==> config.mk <==
export PLATFORM = sky130hd
export DESIGN_NAME = sliding_window_dose_limiter_top
export DESIGN_NICKNAME = d
export VERILOG_FILES = /design/src/hdl/swdl_pkg.sv /design/src/hdl/sliding_window_dose_limiter_top.sv /design/src/hdl/swdl_ring.sv /design/src/hdl/swdl_ctrl.sv
export SDC_FILE = /design/constraint.sdc
export NUM_CORES = 1
export LEC_CHECK = 0
export BUFFER_PORTS_ARGS = -buffer_cell sky130_fd_sc_hd__clkbuf_2
export CAP_MARGIN = 25
export CORE_MARGIN = 1
export CORE_UTILIZATION = 45
export DETAILED_ROUTE_END_ITERATION = 7
export GPL_TIMING_DRIVEN = 0
export REMOVE_ABC_BUFFERS = 1
export SYNTH_ARGS = -nofsm -noshare
export SYNTH_HDL_FRONTEND = slang
export SYNTH_SLANG_ARGS = --single-unit
==> constraint.sdc <==
create_clock -name clk -period 4.2 [get_ports clk]
set_clock_uncertainty 0.2 [all_clocks]
set_input_delay 0 -clock clk [delete_from_list [all_inputs] [get_ports clk]]
set_output_delay 0 -clock clk [all_outputs]
set_load 0.01 [all_outputs]
==> src/hdl/swdl_pkg.sv <==
// shared constants, types and request codes for the sliding window dose limiter
package swdl_pkg;

    // ring geometry
    localparam int RING_DEPTH = 16;
    localparam int HALF_DEPTH = RING_DEPTH / 2;
    localparam int PTR_W      = $clog2(RING_DEPTH);
    localparam int CNT_W      = (HALF_DEPTH > 1) ? $clog2(HALF_DEPTH) : 1;

    // field and accumulator widths
    localparam int COUNT_W = 16;
    localparam int AMT_W   = 16;
    localparam int LIMIT_W = 20;
    localparam int TOTAL_W = 20;
    localparam int SUM_W   = $clog2(65535 * (HALF_DEPTH + 1) + 1);
    localparam int WIDE_W  = ((SUM_W > TOTAL_W) ? SUM_W : TOTAL_W) + 1;

    localparam logic [COUNT_W-1:0] COUNT_MAX = '1;
    localparam logic [TOTAL_W-1:0] TOTAL_MAX = '1;

    // request kinds
    localparam logic [1:0] REQ_TICK   = 2'd0;
    localparam logic [1:0] REQ_RECORD = 2'd1;
    localparam logic [1:0] REQ_CHECK  = 2'd2;

    typedef logic [PTR_W-1:0] ptr_t;

    // one access to the ring memory
    typedef struct packed {
        logic                wr_en;
        logic                rd_en;
        ptr_t                addr;
        logic [COUNT_W-1:0]  wr_data;
    } ring_req_t;

endpackage

==> src/hdl/sliding_window_dose_limiter_top.sv <==
// Sliding window dose limiter top: ticks and records are taken back to back while idle.
// A dose check walks RING_DEPTH/2 ring entries (8 at depth 16), one ring read per cycle
// through the single registered read port of the ring memory and one adder.
// The result sits in an output register, so the next item is taken while it waits.
// Reset (rst_n, async, active low) zeroes the ring through per-entry valid bits,
// the head pointer, the running count and dose_limit; no clearing pass is needed.
module sliding_window_dose_limiter_top (
    input  logic        clk,
    input  logic        rst_n,
    input  logic        s_tvalid,
    output logic        s_tready,
    input  logic [1:0]  s_tuser,   // req_type
    input  logic [15:0] s_tdata,   // amount
    input  logic        cfg_valid,
    output logic        cfg_ready,
    input  logic [19:0] cfg_data,  // dose_limit
    output logic        m_tvalid,
    input  logic        m_tready,
    output logic [23:0] m_tdata    // dose_ok, window_total[20:1], zero pad
);
    import swdl_pkg::*;

    ring_req_t          ring_req;
    logic [COUNT_W-1:0] ring_rd_data;

    // sequencer
    swdl_ctrl u_ctrl (
        .clk          (clk),
        .rst_n        (rst_n),
        .s_tvalid     (s_tvalid),
        .s_tready     (s_tready),
        .s_tuser      (s_tuser),
        .s_tdata      (s_tdata),
        .cfg_valid    (cfg_valid),
        .cfg_ready    (cfg_ready),
        .cfg_data     (cfg_data),
        .m_tvalid     (m_tvalid),
        .m_tready     (m_tready),
        .m_tdata      (m_tdata),
        .ring_req     (ring_req),
        .ring_rd_data (ring_rd_data)
    );

    // interval ring
    swdl_ring u_ring (
        .clk     (clk),
        .rst_n   (rst_n),
        .req     (ring_req),
        .rd_data (ring_rd_data)
    );

endmodule

==> src/hdl/swdl_ring.sv <==
// interval ring memory with registered read and per-entry valid bits
module swdl_ring (
    input  logic                        clk,
    input  logic                        rst_n,
    input  swdl_pkg::ring_req_t         req,
    output logic [swdl_pkg::COUNT_W-1:0] rd_data
);
    import swdl_pkg::*;

    logic [COUNT_W-1:0]    mem [RING_DEPTH];
    logic [RING_DEPTH-1:0] vld_reg;
    logic [COUNT_W-1:0]    rd_data_reg;
    logic                  rd_vld_reg;

    // storage write and registered read
    always_ff @(posedge clk)
    begin
        if (req.wr_en)
        begin
            mem[req.addr] <= req.wr_data;
        end
        if (req.rd_en)
        begin
            rd_data_reg <= mem[req.addr];
        end
    end

    // valid bits, cleared at reset so unwritten entries read as zero
    always_ff @(posedge clk or negedge rst_n)
    begin
        if (!rst_n)
        begin
            vld_reg    <= '0;
            rd_vld_reg <= 1'b0;
        end
        else
        begin
            if (req.wr_en)
            begin
                vld_reg[req.addr] <= 1'b1;
            end
            if (req.rd_en)
            begin
                rd_vld_reg <= vld_reg[req.addr];
            end
        end
    end

    assign rd_data = rd_vld_reg ? rd_data_reg : '0;

endmodule

==> src/hdl/swdl_ctrl.sv <==
// request sequencer: tick, record and the half-ring walk for a dose check
module swdl_ctrl (
    input  logic                          clk,
    input  logic                          rst_n,
    input  logic                          s_tvalid,
    output logic                          s_tready,
    input  logic [1:0]                    s_tuser,   // req_type
    input  logic [15:0]                   s_tdata,   // amount
    input  logic                          cfg_valid,
    output logic                          cfg_ready,
    input  logic [swdl_pkg::LIMIT_W-1:0]  cfg_data,  // dose_limit
    output logic                          m_tvalid,
    input  logic                          m_tready,
    output logic [23:0]                   m_tdata,   // dose_ok, window_total, zero pad
    output swdl_pkg::ring_req_t           ring_req,
    input  logic [swdl_pkg::COUNT_W-1:0]  ring_rd_data
);
    import swdl_pkg::*;

    localparam logic [1:0] ST_IDLE = 2'd0;
    localparam logic [1:0] ST_SUM  = 2'd1;
    localparam logic [1:0] ST_LAST = 2'd2;
    localparam logic [1:0] ST_DONE = 2'd3;

    logic [1:0]         state_reg,   state_next;
    ptr_t               head_reg,    head_next;
    ptr_t               addr_reg,    addr_next;
    logic [CNT_W-1:0]   cnt_reg,     cnt_next;
    logic [COUNT_W-1:0] run_reg,     run_next;
    logic [LIMIT_W-1:0] limit_reg;
    logic [AMT_W-1:0]   amt_reg,     amt_next;
    logic [SUM_W-1:0]   acc_reg,     acc_next;
    logic               pend_reg,    pend_next;
    logic               m_vld_reg,   m_vld_next;
    logic               ok_reg,      ok_next;
    logic [TOTAL_W-1:0] total_reg,   total_next;

    logic               in_acc;
    logic               out_free;
    logic [COUNT_W:0]   run_sum;
    logic [WIDE_W-1:0]  acc_wide;
    ptr_t               head_prev;
    ptr_t               addr_prev;

    assign s_tready  = (state_reg == ST_IDLE);
    assign in_acc    = s_tvalid && s_tready;
    assign cfg_ready = 1'b1;
    assign out_free  = !m_vld_reg || m_tready;

    assign run_sum   = {1'b0, run_reg} + {1'b0, s_tdata};
    assign acc_wide  = WIDE_W'(acc_reg);
    assign head_prev = (head_reg == '0) ? ptr_t'(RING_DEPTH - 1) : head_reg - 1'b1;
    assign addr_prev = (addr_reg == '0) ? ptr_t'(RING_DEPTH - 1) : addr_reg - 1'b1;

    // next-state logic
    always_comb
    begin
        state_next = state_reg;
        head_next  = head_reg;
        addr_next  = addr_reg;
        cnt_next   = cnt_reg;
        run_next   = run_reg;
        amt_next   = amt_reg;
        acc_next   = acc_reg;
        pend_next  = 1'b0;
        m_vld_next = m_vld_reg;
        ok_next    = ok_reg;
        total_next = total_reg;
        ring_req   = '0;

        // output register drains independently
        if (m_vld_reg && m_tready)
        begin
            m_vld_next = 1'b0;
        end

        // accumulate read data that arrives in the cycle after its read
        if (pend_reg)
        begin
            acc_next = acc_reg + SUM_W'(ring_rd_data);
        end

        unique case (state_reg)
            ST_IDLE:
            begin
                if (in_acc)
                begin
                    unique case (s_tuser)
                        REQ_TICK:
                        begin
                            ring_req.wr_en   = 1'b1;
                            ring_req.addr    = head_reg;
                            ring_req.wr_data = run_reg;
                            head_next = (head_reg == ptr_t'(RING_DEPTH - 1)) ? '0
                                                                             : head_reg + 1'b1;
                            run_next  = '0;
                        end
                        REQ_RECORD:
                        begin
                            run_next = run_sum[COUNT_W] ? COUNT_MAX : run_sum[COUNT_W-1:0];
                        end
                        REQ_CHECK:
                        begin
                            amt_next   = s_tdata;
                            acc_next   = SUM_W'(run_reg);
                            addr_next  = head_prev;
                            cnt_next   = '0;
                            state_next = ST_SUM;
                        end
                        default:
                        begin
                            // unused code, ignored
                        end
                    endcase
                end
            end
            ST_SUM:
            begin
                ring_req.rd_en = 1'b1;
                ring_req.addr  = addr_reg;
                pend_next      = 1'b1;
                addr_next      = addr_prev;
                cnt_next       = cnt_reg + 1'b1;
                if (cnt_reg == CNT_W'(HALF_DEPTH - 1))
                begin
                    state_next = ST_LAST;
                end
            end
            ST_LAST:
            begin
                state_next = ST_DONE;
            end
            ST_DONE:
            begin
                if (out_free)
                begin
                    m_vld_next = 1'b1;
                    ok_next    = (acc_wide + WIDE_W'(amt_reg)) < WIDE_W'(limit_reg);
                    total_next = (acc_wide > WIDE_W'(TOTAL_MAX)) ? TOTAL_MAX
                                                                 : acc_wide[TOTAL_W-1:0];
                    state_next = ST_IDLE;
                end
            end
            default:
            begin
                state_next = ST_IDLE;
            end
        endcase
    end

    // control registers
    always_ff @(posedge clk or negedge rst_n)
    begin
        if (!rst_n)
        begin
            state_reg <= ST_IDLE;
            head_reg  <= '0;
            run_reg   <= '0;
            limit_reg <= '0;
            pend_reg  <= 1'b0;
            m_vld_reg <= 1'b0;
        end
        else
        begin
            state_reg <= state_next;
            head_reg  <= head_next;
            run_reg   <= run_next;
            pend_reg  <= pend_next;
            m_vld_reg <= m_vld_next;
            if (cfg_valid && cfg_ready)
            begin
                limit_reg <= cfg_data;
            end
        end
    end

    // payload registers
    always_ff @(posedge clk)
    begin
        addr_reg  <= addr_next;
        cnt_reg   <= cnt_next;
        amt_reg   <= amt_next;
        acc_reg   <= acc_next;
        ok_reg    <= ok_next;
        total_reg <= total_next;
    end

    assign m_tvalid = m_vld_reg;
    assign m_tdata  = {3'b000, total_reg, ok_reg};

endmodule

; ---- Word level (Yosys, flattened, before mapping)
; Memories as Yosys holds them, arrays and structs flattened. A register that Yosys moved wholly into a read port is not among the register bits.
; Index checks and enable logic that the tools add are counted.
[classes]
n_eq_ne = 11
mux = 38
add_sub_neg = 7
bitwise = 1
n_reduce_logical = 17
n_lt_le_gt_ge = 4
[ops]
columns = cell, count
row1 = 2-to-1 mux 20 bit, 6
row2 = 2-to-1 mux 16 bit, 3
row3 = one-hot mux 16 bit (2 select lines), 1
row4 = adder 20 x 16 -> 21 bit, 1
row5 = less-than comparator 21 x 20 -> 1 bit, 1
row6 = adder 20 x 16 -> 20 bit, 1
row7 = "greater-than comparator 20 bit, second input constant", 1
row8 = 2-to-1 mux 4 bit, 5
row9 = adder 16 x 16 -> 17 bit, 1
row10 = OR 16 bit, 1
row11 = one-hot mux 4 bit (2 select lines), 2
row12 = AND reduction 3 bit, 4
row13 = 2-to-1 mux 1 bit, 11
row14 = logical NOT 4 bit, 2
row15 = 2-to-1 mux 2 bit, 4
row16 = one-hot mux 2 bit (4 select lines), 1
row17 = "subtractor 4 x 1 -> 4 bit, second input constant", 2
row18 = "equality test 2 bit, second input constant", 3
row19 = 2-to-1 mux 3 bit, 2
row20 = one-hot mux 3 bit (2 select lines), 1
row21 = "less-than comparator 4 x 5 -> 1 bit, second input constant", 1
row22 = "adder 4 x 1 -> 4 bit, second input constant", 1
row23 = binary-select mux 1 bit (select 4 bit), 1
row24 = demux 1 bit (select 4 bit), 1
row25 = 14 further kinds, 21
[word_totals]
register_bits = 125
elab_cells = 93
mem_bits_rw = 256
memories = 1
output_inout_bits = 27
input_bits = 43
[mem_list]
columns = name, depth, word_bits, rd, rd_ports_with_merged_regs, write_ports, line_no
row1 = u_ring.mem, 16, 16, 1, 1, 1, swdl_ring.sv:10  ; logic [COUNT_W-1:0] mem [RING_DEPTH];

; ---- Depth between registers and ports, before layout
; Gate-level depths: netlist (run 1).
[depth]
ltp_word = 9
ltp_mapped = 16
ltp_nobuf = 16

; ---- By module
; Synthesis (run 1) repeated with hierarchy kept, for this count alone.
[hier_totals]
cells_unflattened = 1248
area_unflattened_um2 = 18338.8
[by_module_without_submodules]
columns = mod, area_each_um2, seq_area_each_um2, n_inst, cells_per_inst
row1 = swdl_ring, 11177.0, 8593.2, 1, 455
row2 = swdl_ctrl, 7161.9, 2822.7, 1, 793

; ---- Worst setup path before layout (run 1)
; OpenSTA, ideal clock, no wires.
[synth_timing]
path_kind = register to register
start = register u_ctrl.state_reg[1]
end = memory u_ring.mem[3][0], enable pin
n_path_buf = 3
setup_time_ns = 0.432
t_arrival_ns = 3.561
path_slack_ns = 0.007
synth_period_minus_slack_ns = 4.193
path_stages_with_launch = 8
cell_sequence = dfrtp_1 > inv_1 > ha_1 > clkbuf_1 > a22oi_1 > buf_6 > buf_2 > nor4_1
[synth_between]
elab_chain_cells = 6
word_cells_on_any_way = 9
[synth_rtl]
columns = element, line_no
row1 = from (decl), swdl_ctrl.sv:25  ; logic [1:0] state_reg, state_next;
row2 = from (signal assigned), swdl_ctrl.sv:165  ; state_reg <= state_next;
row3 = logical NOT 2 bit, "swdl_ctrl.sv:45, swdl_ctrl.sv:83"
row4 = logical AND 1 bit, swdl_ctrl.sv:46  ; assign in_acc = s_tvalid && s_tready;
row5 = 2-to-1 mux 1 bit, swdl_ctrl.sv:86  ; if (in_acc)
row6 = 2-to-1 mux 1 bit, swdl_ctrl.sv:83  ; unique case (state_reg)
row7 = 2-to-1 mux 1 bit, swdl_ring.sv:18  ; if (req.wr_en)
row8 = 2-to-1 mux 1 bit (not written as such), swdl_ring.sv:20  ; mem[req.addr] <= req.wr_data;
row9 = to (decl), swdl_ring.sv:10
; Parallel ways exist; a longest one is shown, timed or not.

; ---- Worst setup path in the final report (run 1)
[layout_timing]
start = register u_ctrl.state_reg[0]
end = register u_ring.rd_data_reg[6], read port of u_ring.mem, data pin
[layout_between]
elab_chain_cells = 4
word_cells_on_any_way = 6
[layout_rtl]
columns = element, line_no
row1 = logical NOT 2 bit, "swdl_ctrl.sv:45, swdl_ctrl.sv:83"
row2 = logical AND 1 bit, swdl_ctrl.sv:46
row3 = 2-to-1 mux 20 bit, swdl_ctrl.sv:86
row4 = one-hot mux 4 bit (2 select lines), swdl_ctrl.sv:83
row5 = to (decl), swdl_ring.sv:12  ; logic [COUNT_W-1:0] rd_data_reg;
; Parallel ways exist; a longest one is shown, timed or not.
; A chain may end at the register's enable or synchronous reset.

==> flow_summary.yaml, run 1 <==
run_status:
  status: "completed"
yosys:
  synth_cells: 1304
  synth_flop_cell: "edfxtp_1"
  synth.area.top_cells: "edfxtp_1 52%, mux4_2 8.4%, dfrtp_1 8.4%"
  synth_edf_count: 316
  synth_top_family_by_area: "compound AO/OA/AOI/OAI gates"
  synth_seq_area_share: 0.627
  yosys.area.top_type: "edfxtp_1"
  ys_warn_count: 0
  synth_xor_area_frac: 0.0188
  yosys.area_share.simple: 0.0821
  synth_mux_area_frac: 0.0925
  synthArstFlopShare: 0.154
  synthAdderAreaFrac: 0.0569
  synth_cell_types: 65
  avgSynthCellArea_sq_um: 14.0
  synth_compound_area_frac: 0.0946
  yosys.area.top_type_share: 0.521
  syn_area_sq_um: 18200
  synth_seq_cells: 397
setup_path:
  slowest_stage: "a22oi_2"
  cp.arrival_ps: 3960
  rrSetupSlack_ps: 330
  path_common_cell: "buf_8"
  start_kind: "register"
  critical_path_class: "register to register"
  required_ps: 4290
  cpPeakStageDelay_ps: 680
  crit_path_end_kind: "register"
  path_cells: "inv_1, ha_1, and4bb_1, a22oi_2, buf_8, buf_16, buf_8, mux4_2, a22oi_1, nand2_1"
  cp_max_fo: 12
floorplanning:
  dieArea_sq_um: 41300
  fp.dieW_um: 203
  die_y_um: 203
  rows: 73
  coreArea_sq_um: 39800
  start_util: 0.457
  io_pins: 70
place:
  dpl_worst_slack_ps: 309
  placed_area_sq_um: 19600
  dp.cells: 1860
  io_buffers: 65
  gp_congestion: 0.905
  hpwlAfterDp_um: 28500
sta:
  period_share: 0.922
  rsz0062_at_grt: "no"
  maxSlewViolCount: 0
  fmax_ghz: 0.258
  relSlewSlack: 0.326
  worst_slack_ps: 327
  worst_hold_slack_ps: 25.0
  worstMarginPinSlew_ps: 1010
  finalSetupViolCount: 0
  hold_viol: 0
  fin_crit_ps: 3870
  fin_tns_setup_ps: 0
global_routing:
  grt_usage: 0.207
  grt_max_degree: 49
  grt.overflow.total: 0
  grt_pass1_vias: 11600
  grt_pass1_wl_um: 64900
  grt_antenna_before_repair: 0
clocking:
  cts-root-buf: "clkbuf_16"
  cts_buffer_depth: 3
  cts_setup_buffers: 0
  clk_latency_ps: 570
  numCtsBuffers: 42
  clk_pin_slew_ps: 60
  cts_tree: "built"
  cts-htree-levels: 2
  cts.sinks: 397
detailed_routing:
  drc_errors: 0
  via_per_inst: 5.49
  drt_first_pass_iters: 5
  wl_per_cell_um: 20.3
  vias: 11300
  routed_wirelength_um: 41600
  dr.first_iter.drc_count: 912
  antenna_left: 0
power_and_ir_drop:
  power_density_nw_per_um2: 650
  power_leakage_nw: 8.18
  vdd_drop_max_uv: 314
finish:
  largest_register_ffs: 256
  final_cells: 2051
  antenna_cells: 0
  drive_above_1_share: 0.182
  layout_common_cells: "316 x edfxtp_1, 112 x dlygate4sd3_1, 108 x nand2_1, 105 x o21ai_0, 78 x ha_1"
  area_growth_syn_to_layout_pct: 21.3
  regArea_sq_um: 11400
  multi_input_area_sq_um: 6350
  nFillCells: 3156
  regMostFlops: "u_ring.mem"
  final_common_cell: "edfxtp_1"
  final_nets: 1620
  finalInstanceArea_sq_um: 22100
hold_path:
  hp-class: "input pin to register"
flow_run:
  maxCapViolCount: 0
-- worst max-delay path: cells and delay by family (launching register included) --
family,cells,cell delay (ps)
adder cells (fa/ha/maj),1,270
AO/OA/AOI/OAI,2,960
multiplexers,1,510
AND/OR/NAND/NOR,2,550
buffers and inverters,4,710
flip-flops,1,370
-- final timing paths --
check	cells past startpoint	start	end
setup / recovery	10	u_ctrl.state_reg[0]	u_ring.rd_data_reg[6]
hold / removal	2	s_tdata[14]	u_ctrl.amt_reg[14]
setup reg to reg	10	u_ctrl.state_reg[0]	u_ring.rd_data_reg[6]
hold reg to reg	1	u_ring.vld_reg[8]	u_ring.vld_reg[8]
max in group asynchronous	5	rst_n	u_ctrl.limit_reg[17]
min in group asynchronous	4	rst_n	u_ctrl.m_tvalid
-- layer usage --
metal	GRT usage	up-vias	wire length (um)
li1	-	5314	-
met1	0.255	5615	17700
met2	0.369	244	21100
met3	0.0300	78	1670
met4	0.0733	0	1120
met5	0	-	0
-- cell usage after synthesis, drive strengths merged, types with 4 or more instances --
library cell,count
clkbuf,46
mux2i,12
xor2,14
o21a,9
xnor2,25
nor2,66
and2,39
dfrtp,61
or2,19
dfxtp,20
a31oi,7
inv,39
a21oi,53
a22oi,38
a21boi,5
edfxtp,316
o211ai,4
nand3,24
nand2b,12
nand2,108
mux4,68
or3,4
nor2b,7
a21o,18
and3,5
o21ai,107
a211oi,10
ha,78
nor3,11
buf,28
-- logic make-up after synthesis --
logic type               Yosys count
other                              2
adder cells (fa/ha/maj)           81
XOR/XNOR                          39
buffers and inverters            113
AO/OA/AOI/OAI                    278
multiplexers                      83
AND/OR/NAND/NOR                  311
flip-flops                       397
-- through the flow --
stage | util | total power, mW
2_1_floorplan | - | 9.13
3_3_place_gp | 0.473 | 10.2
3_5_place_dp | 0.491 | 10.6
4_1_cts | 0.553 | 14.4
5_1_grt | 0.555 | 15.2
6_report | 0.555 | 14.4
-- layout make-up --
cell class              instances  area share
clock inverters                15     0.00781
inverters                      39     0.00662
repair buffers                220      0.0986
clock buffers                  59      0.0533
flip-flops and latches        397       0.517
well taps                     525      0.0297
multi-input cells             796       0.287
-- power by group --
part	switching [mW]	total, mW	leakage, nW	internal [mW]
Sequential	0.460	5.33	3.69	4.87
Clock	1.51	3.65	0.652	2.14
Combinational	2.91	5.40	3.84	2.48
-- timing repair --
item,4_1_cts,5_1_grt
hold buffers,112,0
resized for setup,0,0
setup endpoints to repair,0,0
endpoints found under the hold margin,121,0
Note: power is estimated with default switching activity, not from simulation.
==> run 2, diff against run 1 <==
--- a/config.mk
+++ b/config.mk
@@ -5,10 +5,12 @@
 export SDC_FILE = /design/constraint.sdc
 export NUM_CORES = 1
 export LEC_CHECK = 0
+export ABC_AREA = 1
 export BUFFER_PORTS_ARGS = -buffer_cell sky130_fd_sc_hd__clkbuf_2
 export CAP_MARGIN = 25
 export CORE_MARGIN = 1
 export CORE_UTILIZATION = 45
+export CTS_CLUSTER_DIAMETER = 80
 export DETAILED_ROUTE_END_ITERATION = 7
 export GPL_TIMING_DRIVEN = 0
 export REMOVE_ABC_BUFFERS = 1
==> run 2 against run 1 <==
Sequential share of layout area fell by 2.0 points. Non-clock buffer count fell by 3. Wire length rose by 19%. Clock power rose by 5%. Cell area rose by 4.1%.
==> flow_summary.yaml, run 2 <==
run_status:
  status: "completed"
finish:
  multi_input_area_sq_um: 6710
  nFillCells: 3540
  largest_register_ffs: 256
  antenna_cells: 0
  final_nets: 2253
  layout_common_cells: "657 x nand2_1, 316 x edfxtp_1, 149 x inv_1, 149 x nand3_1, 107 x dlygate4sd3_1"
  area_growth_syn_to_layout_pct: 20.9
  final_common_cell: "nand2_1"
  regMostFlops: "u_ring.mem"
  final_util: 0.557
  drive_above_1_share: 0.101
  regArea_sq_um: 11400
floorplanning:
  start_util: 0.461
  coreArea_sq_um: 41300
  dieArea_sq_um: 43100
  rows: 74
  die_y_um: 208
  fp.dieW_um: 208
  io_pins: 70
global_routing:
  grt.overflow.total: 0
  grt_max_degree: 57
  grt_usage: 0.232
  grt_antenna_before_repair: 0
  grt_pass1_wl_um: 77800
  grt_pass1_vias: 14200
detailed_routing:
  dr.first_iter.drc_count: 1134
  wl_per_cell_um: 18.3
  antenna_left: 0
  wl_met2_um: 23900
  vias: 14200
  routed_wirelength_um: 49400
  met1Wirelength_um: 21400
  drt_first_pass_iters: 5
  top_layer: "met4"
  via_per_inst: 5.26
  drc_errors: 0
  dr_wl_met3_um: 2550
clocking:
  numCtsBuffers: 44
  cts_buffer_depth: 3
  cts-htree-levels: 2
  cts_tree: "built"
  clk_latency_ps: 580
  cts.sinks: 397
  cts-root-buf: "clkbuf_16"
  clk_pin_slew_ps: 60
yosys:
  synth.area.top_cells: "edfxtp_1 50%, nand2_1 13%, dfrtp_1 8.0%"
  yosysMostFrequentCell: "nand2_1"
  syn_area_sq_um: 19000
  synth_cell_types: 43
  yosys.area.top_type_share: 0.499
  avgSynthCellArea_sq_um: 9.76
  synth_seq_cells: 397
  synth_flop_cell: "edfxtp_1"
  synth_seq_area_share: 0.600
  yosys.area.top_type: "edfxtp_1"
  synthArstFlopShare: 0.154
  synth_edf_count: 316
  ys_top_cells_by_count: "658 x nand2_1, 316 x edfxtp_1, 149 x inv_1, 149 x nand3_1, 108 x nor2_1"
  synth_cells: 1949
  ys_warn_count: 0
sta:
  rsz0062_at_grt: "yes"
  period_share: 0.989
  finalSetupViolCount: 0
  worst_slack_ps: 47.5
  fin_crit_ps: 4150
  fin_tns_setup_ps: 0
  worstMarginPinSlew_ps: 1020
  fmax_ghz: 0.241
  hold_viol: 0
  maxSlewViolCount: 0
  relSlewSlack: 0.320
  worst_hold_slack_ps: 12.3
place:
  gp_congestion: 0.944
  hpwlAfterDp_um: 32200
  dpl_worst_slack_ps: -879
  io_buffers: 65
power_and_ir_drop:
  power_density_nw_per_um2: 670
  power_leakage_nw: 9.67
  vdd_drop_max_uv: 426
flow_run:
  maxCapViolCount: 0
setup_path:
  critical_path_class: "register to register"
  required_ps: 4290
  path_cells: "inv_1, ha_1, nand2_2, clkinv_4, nand3_4, nand2_8, buf_16, nor2_4, buf_12, nand2_1, nor2_2, buf_16"
  critPathTopFamily: "simple AND/OR/NAND/NOR gates"
  cp_max_fo: 47
  cpPeakStageDelay_ps: 620
  start_kind: "register"
  path_buf_inv: 5
  cp.arrival_ps: 4240
  path_common_cell: "buf_16"
  crit_path_end_kind: "register"
  slowest_stage: "nor2_2"
hold_path:
  hp-class: "input pin to register"
## run 2: changes by cell type after synthesis, moves of 13 or more
| cell | delta |
|---|---|
| nand4_1 | +36 |
| xnor2_1 | -17 |
| a21o_1 | -13 |
| nand2_1 | +550 |
| nand3_1 | +125 |
| a22oi_1 | -37 |
| or2_2 | -17 |
| a21oi_1 | +20 |
| mux4_2 | -68 |
| and2_1 | -38 |
| nor2_1 | +42 |
| inv_1 | +110 |
## run 2: per-layer routing
metal,GRT usage,up-vias
li1,-,6887
met1,0.298,6749
met2,0.398,444
met3,0.0321,114
met4,0.0930,0
met5,0,-
## run 2: final cells by class
type	instances	area share
Sequential cell	397	0.496
Multi-Input combinational cell	1311	0.292
Timing Repair Buffer	217	0.0944
Clock buffer	59	0.0529
Tap cell	532	0.0289
Inverter	158	0.0261
Clock inverter	22	0.00968
## run 2: cells by family after synthesis
| kind of cell | after synthesis | synth area share |
|---|---|---|
| simple gates | 996 | 0.219 |
| flops | 397 | 0.600 |
| buf+inv | 244 | 0.0547 |
| compound gates | 196 | 0.0562 |
| fa+ha+maj | 81 | 0.0545 |
| xor+xnor | 33 | 0.0152 |
| other cells | 2 | 0.000395 |
## run 2: final timing paths
kind / startpoint / end / slack [ps] / cells after the start
max: u_ctrl.state_reg[0] / u_ring.mem[4][11] / 50 / 12
min: s_tdata[2] / u_ctrl.amt_reg[2] / 10 / 2
max reg2reg: u_ctrl.state_reg[0] / u_ring.mem[4][11] / 50 / 12
min reg2reg: u_ring.vld_reg[5] / u_ring.vld_reg[5] / 270 / 1
max in group asynchronous: rst_n / u_ctrl.pend_reg / 2900 / 4
min in group asynchronous: rst_n / u_ctrl.limit_reg[2] / 250 / 3
## run 2: stage by stage
stage,cells,cell area [sq um],total power [mW]
after floorplan,1865,18600,9.46
after global placement,2462,19600,11.2
after detailed placement,2491,20200,11.5
after CTS,2681,22800,15.5
after global routing,2696,23000,16.6
final,2696,23000,15.4
## run 2: where the power goes
part / switching [mW] / internal [mW] / leakage, nW / total, mW
logic: 4.10 / 2.23 / 5.17 / 6.33
clock network: 1.59 / 2.23 / 0.704 / 3.83
registers: 0.419 / 4.85 / 3.80 / 5.27
total: 6.11 / 9.32 / 9.67 / 15.4
## run 2: worst register-to-register path, delay by kind of cell, from the launching register on
family / cells / cell delay, ps
simple gates: 6 / 2020
buf+inv: 5 / 970
fa+ha+maj: 1 / 290
flops: 1 / 380
## run 2: timing repair
action / CTS / global route
hold buffers: 107 / 0
setup endpoints to repair: 149 / 100
resized for setup: 8 / 4
pin swaps: 1 / 4
gates cloned: 1 / 0
hold endpoints to repair: 248 / 0
setup buffers: 1 / 6
==> run 3, diff against run 2 <==
--- a/config.mk
+++ b/config.mk
@@ -5,7 +5,6 @@
 export SDC_FILE = /design/constraint.sdc
 export NUM_CORES = 1
 export LEC_CHECK = 0
-export ABC_AREA = 1
 export BUFFER_PORTS_ARGS = -buffer_cell sky130_fd_sc_hd__clkbuf_2
 export CAP_MARGIN = 25
 export CORE_MARGIN = 1
@@ -17,3 +16,4 @@
 export SYNTH_ARGS = -nofsm -noshare
 export SYNTH_HDL_FRONTEND = slang
 export SYNTH_SLANG_ARGS = --single-unit
+export TNS_END_PERCENT = 50
==> run 3 against run 2 <==
Critical path depth is 2 lower. Count of clock-buffer cells in the layout is 1 lower. Flip-flop and latch count stayed put. Clock power is 4% lower. First-iteration DRC count is 20% lower. Worst hold slack better by 15 ps. Critical endpoint is now u_ring.rd_data_reg[6]. Largest cell class unchanged.
==> flow_summary.yaml, run 3 (synthesis results as in run 1) <==
place:
  dp.cells: 1860
  gp_congestion: 0.905
  io_buffers: 65
  hpwlAfterDp_um: 28500
finish:
  layout_common_cells: "316 x edfxtp_1, 113 x dlygate4sd3_1, 108 x nand2_1, 105 x o21ai_0, 78 x ha_1"
  final_common_cell: "edfxtp_1"
  nFillCells: 3159
  area_growth_syn_to_layout_pct: 21.5
  final_nets: 1622
  regMostFlops: "u_ring.mem"
  antenna_cells: 0
  final_cells: 2054
  drive_above_1_share: 0.184
  multi_input_area_sq_um: 6350
  largest_register_ffs: 256
  regArea_sq_um: 11400
detailed_routing:
  via_per_inst: 5.48
  met1Wirelength_um: 17600
  drc_errors: 0
  dr.first_iter.drc_count: 902
  top_layer: "met4"
  wl_met2_um: 21100
  drt_first_pass_iters: 5
  dr_wl_met3_um: 1750
  wl_per_cell_um: 20.2
  antenna_left: 0
  vias: 11300
  routed_wirelength_um: 41500
setup_path:
  start_kind: "register"
  rrSetupSlack_ps: 320
  critical_path_class: "register to register"
  crit_path_end_kind: "register"
  required_ps: 4280
  cp_max_fo: 12
  cp.arrival_ps: 3960
global_routing:
  grt_antenna_before_repair: 0
  grt_pass1_vias: 11700
  grt_usage: 0.207
  grt.overflow.total: 0
  grt_max_degree: 49
  grt_pass1_wl_um: 64900
floorplanning:
  io_pins: 70
  start_util: 0.457
  dieArea_sq_um: 41300
  coreArea_sq_um: 39800
  fp.dieW_um: 203
  rows: 73
  die_y_um: 203
clocking:
  cts.sinks: 397
  clk_pin_slew_ps: 60
  ctsHoldBuffers: 113
  clk_latency_ps: 570
  cts_setup_buffers: 0
  numCtsBuffers: 43
  cts_resized: 0
  cts_buffer_depth: 3
  cts-htree-levels: 2
  cts-root-buf: "clkbuf_16"
  cts_tree: "built"
sta:
  period_share: 0.924
  fmax_ghz: 0.258
  maxSlewViolCount: 0
  relSlewSlack: 0.347
  hold_viol: 0
  worst_hold_slack_ps: 27.1
  finalSetupViolCount: 0
  worstMarginPinSlew_ps: 980
  rsz0062_at_grt: "no"
  fin_crit_ps: 3880
power_and_ir_drop:
  vdd_drop_max_uv: 311
  power_density_nw_per_um2: 651
  power_leakage_nw: 8.20
flow_run:
  maxCapViolCount: 0
hold_path:
  hp-class: "input pin to register"
run_status:
  status: "completed"
## run 3: changes by cell type in the layout (fill, tap and decap cells not counted), moves of 38 or more
cell | before | now
nand3_1 | 149 | 24
nand2_1 | 657 | 108
mux4_2 | 0 | 68
and2_1 | 1 | 39
nor2_1 | 91 | 53
inv_1 | 149 | 38
## run 3: where the power goes
group	switching, mW	internal (mW)	total [mW]	leakage [nW]
clock	1.52	2.15	3.68	0.663
combinational	2.91	2.48	5.40	3.84
sequential	0.461	4.87	5.33	3.69
total	4.90	9.50	14.4	8.20
## run 3: metal layers
| layer | vias to the layer above | track usage |
|---|---|---|
| met5 | - | 0 |
| met4 | 0 | 0.0720 |
| met3 | 71 | 0.0292 |
| met2 | 256 | 0.369 |
| met1 | 5609 | 0.255 |
| li1 | 5323 | - |
## run 3: area by class of cell
class                      instances  area share
clock buffer                      58      0.0531
clock inverter                    18     0.00854
inverter                          39     0.00662
multi-input combinational        796       0.287
sequential                       397       0.516
tap                              525      0.0297
timing repair buffer             221      0.0990
## run 3: metrics by stage
stage | setup WS, ps | power, mW | cell area (sq um) | TNS (ps) | util
2_1_floorplan | -5860 | 9.13 | 17900 | -979130 | -
3_3_place_gp | -13270 | 10.2 | 18800 | -2016890 | 0.473
3_5_place_dp | 309 | 10.6 | 19600 | 0 | 0.491
4_1_cts | 227 | 14.5 | 22100 | 0 | 0.554
5_1_grt | 54.1 | 15.3 | 22100 | 0 | 0.555
6_report | 318 | 14.4 | 22100 | 0 | 0.555
## run 3: worst paths after layout
| path | startpoint | end | cells past startpoint |
|---|---|---|---|
| worst min-delay path | s_tdata[7] | u_ctrl.amt_reg[7] | 2 |
| worst min register to register | u_ring.vld_reg[8] | u_ring.vld_reg[8] | 1 |
| worst max register to register | u_ctrl.state_reg[0] | u_ring.rd_data_reg[6] | 10 |
| max in group asynchronous | rst_n | u_ctrl.limit_reg[17] | 5 |
| worst max-delay path | u_ctrl.state_reg[0] | u_ring.rd_data_reg[6] | 10 |
| min in group asynchronous | rst_n | u_ctrl.m_tvalid | 4 |
## run 3: worst max-delay path, stage by stage (launching register included)
cell	delay, ps
dfrtp_1	370
inv_1	90
ha_1	270
and4bb_1	380
a22oi_2	680
buf_8	270
buf_16	170
buf_8	180
mux4_2	510
a22oi_1	280
nand2_1	170
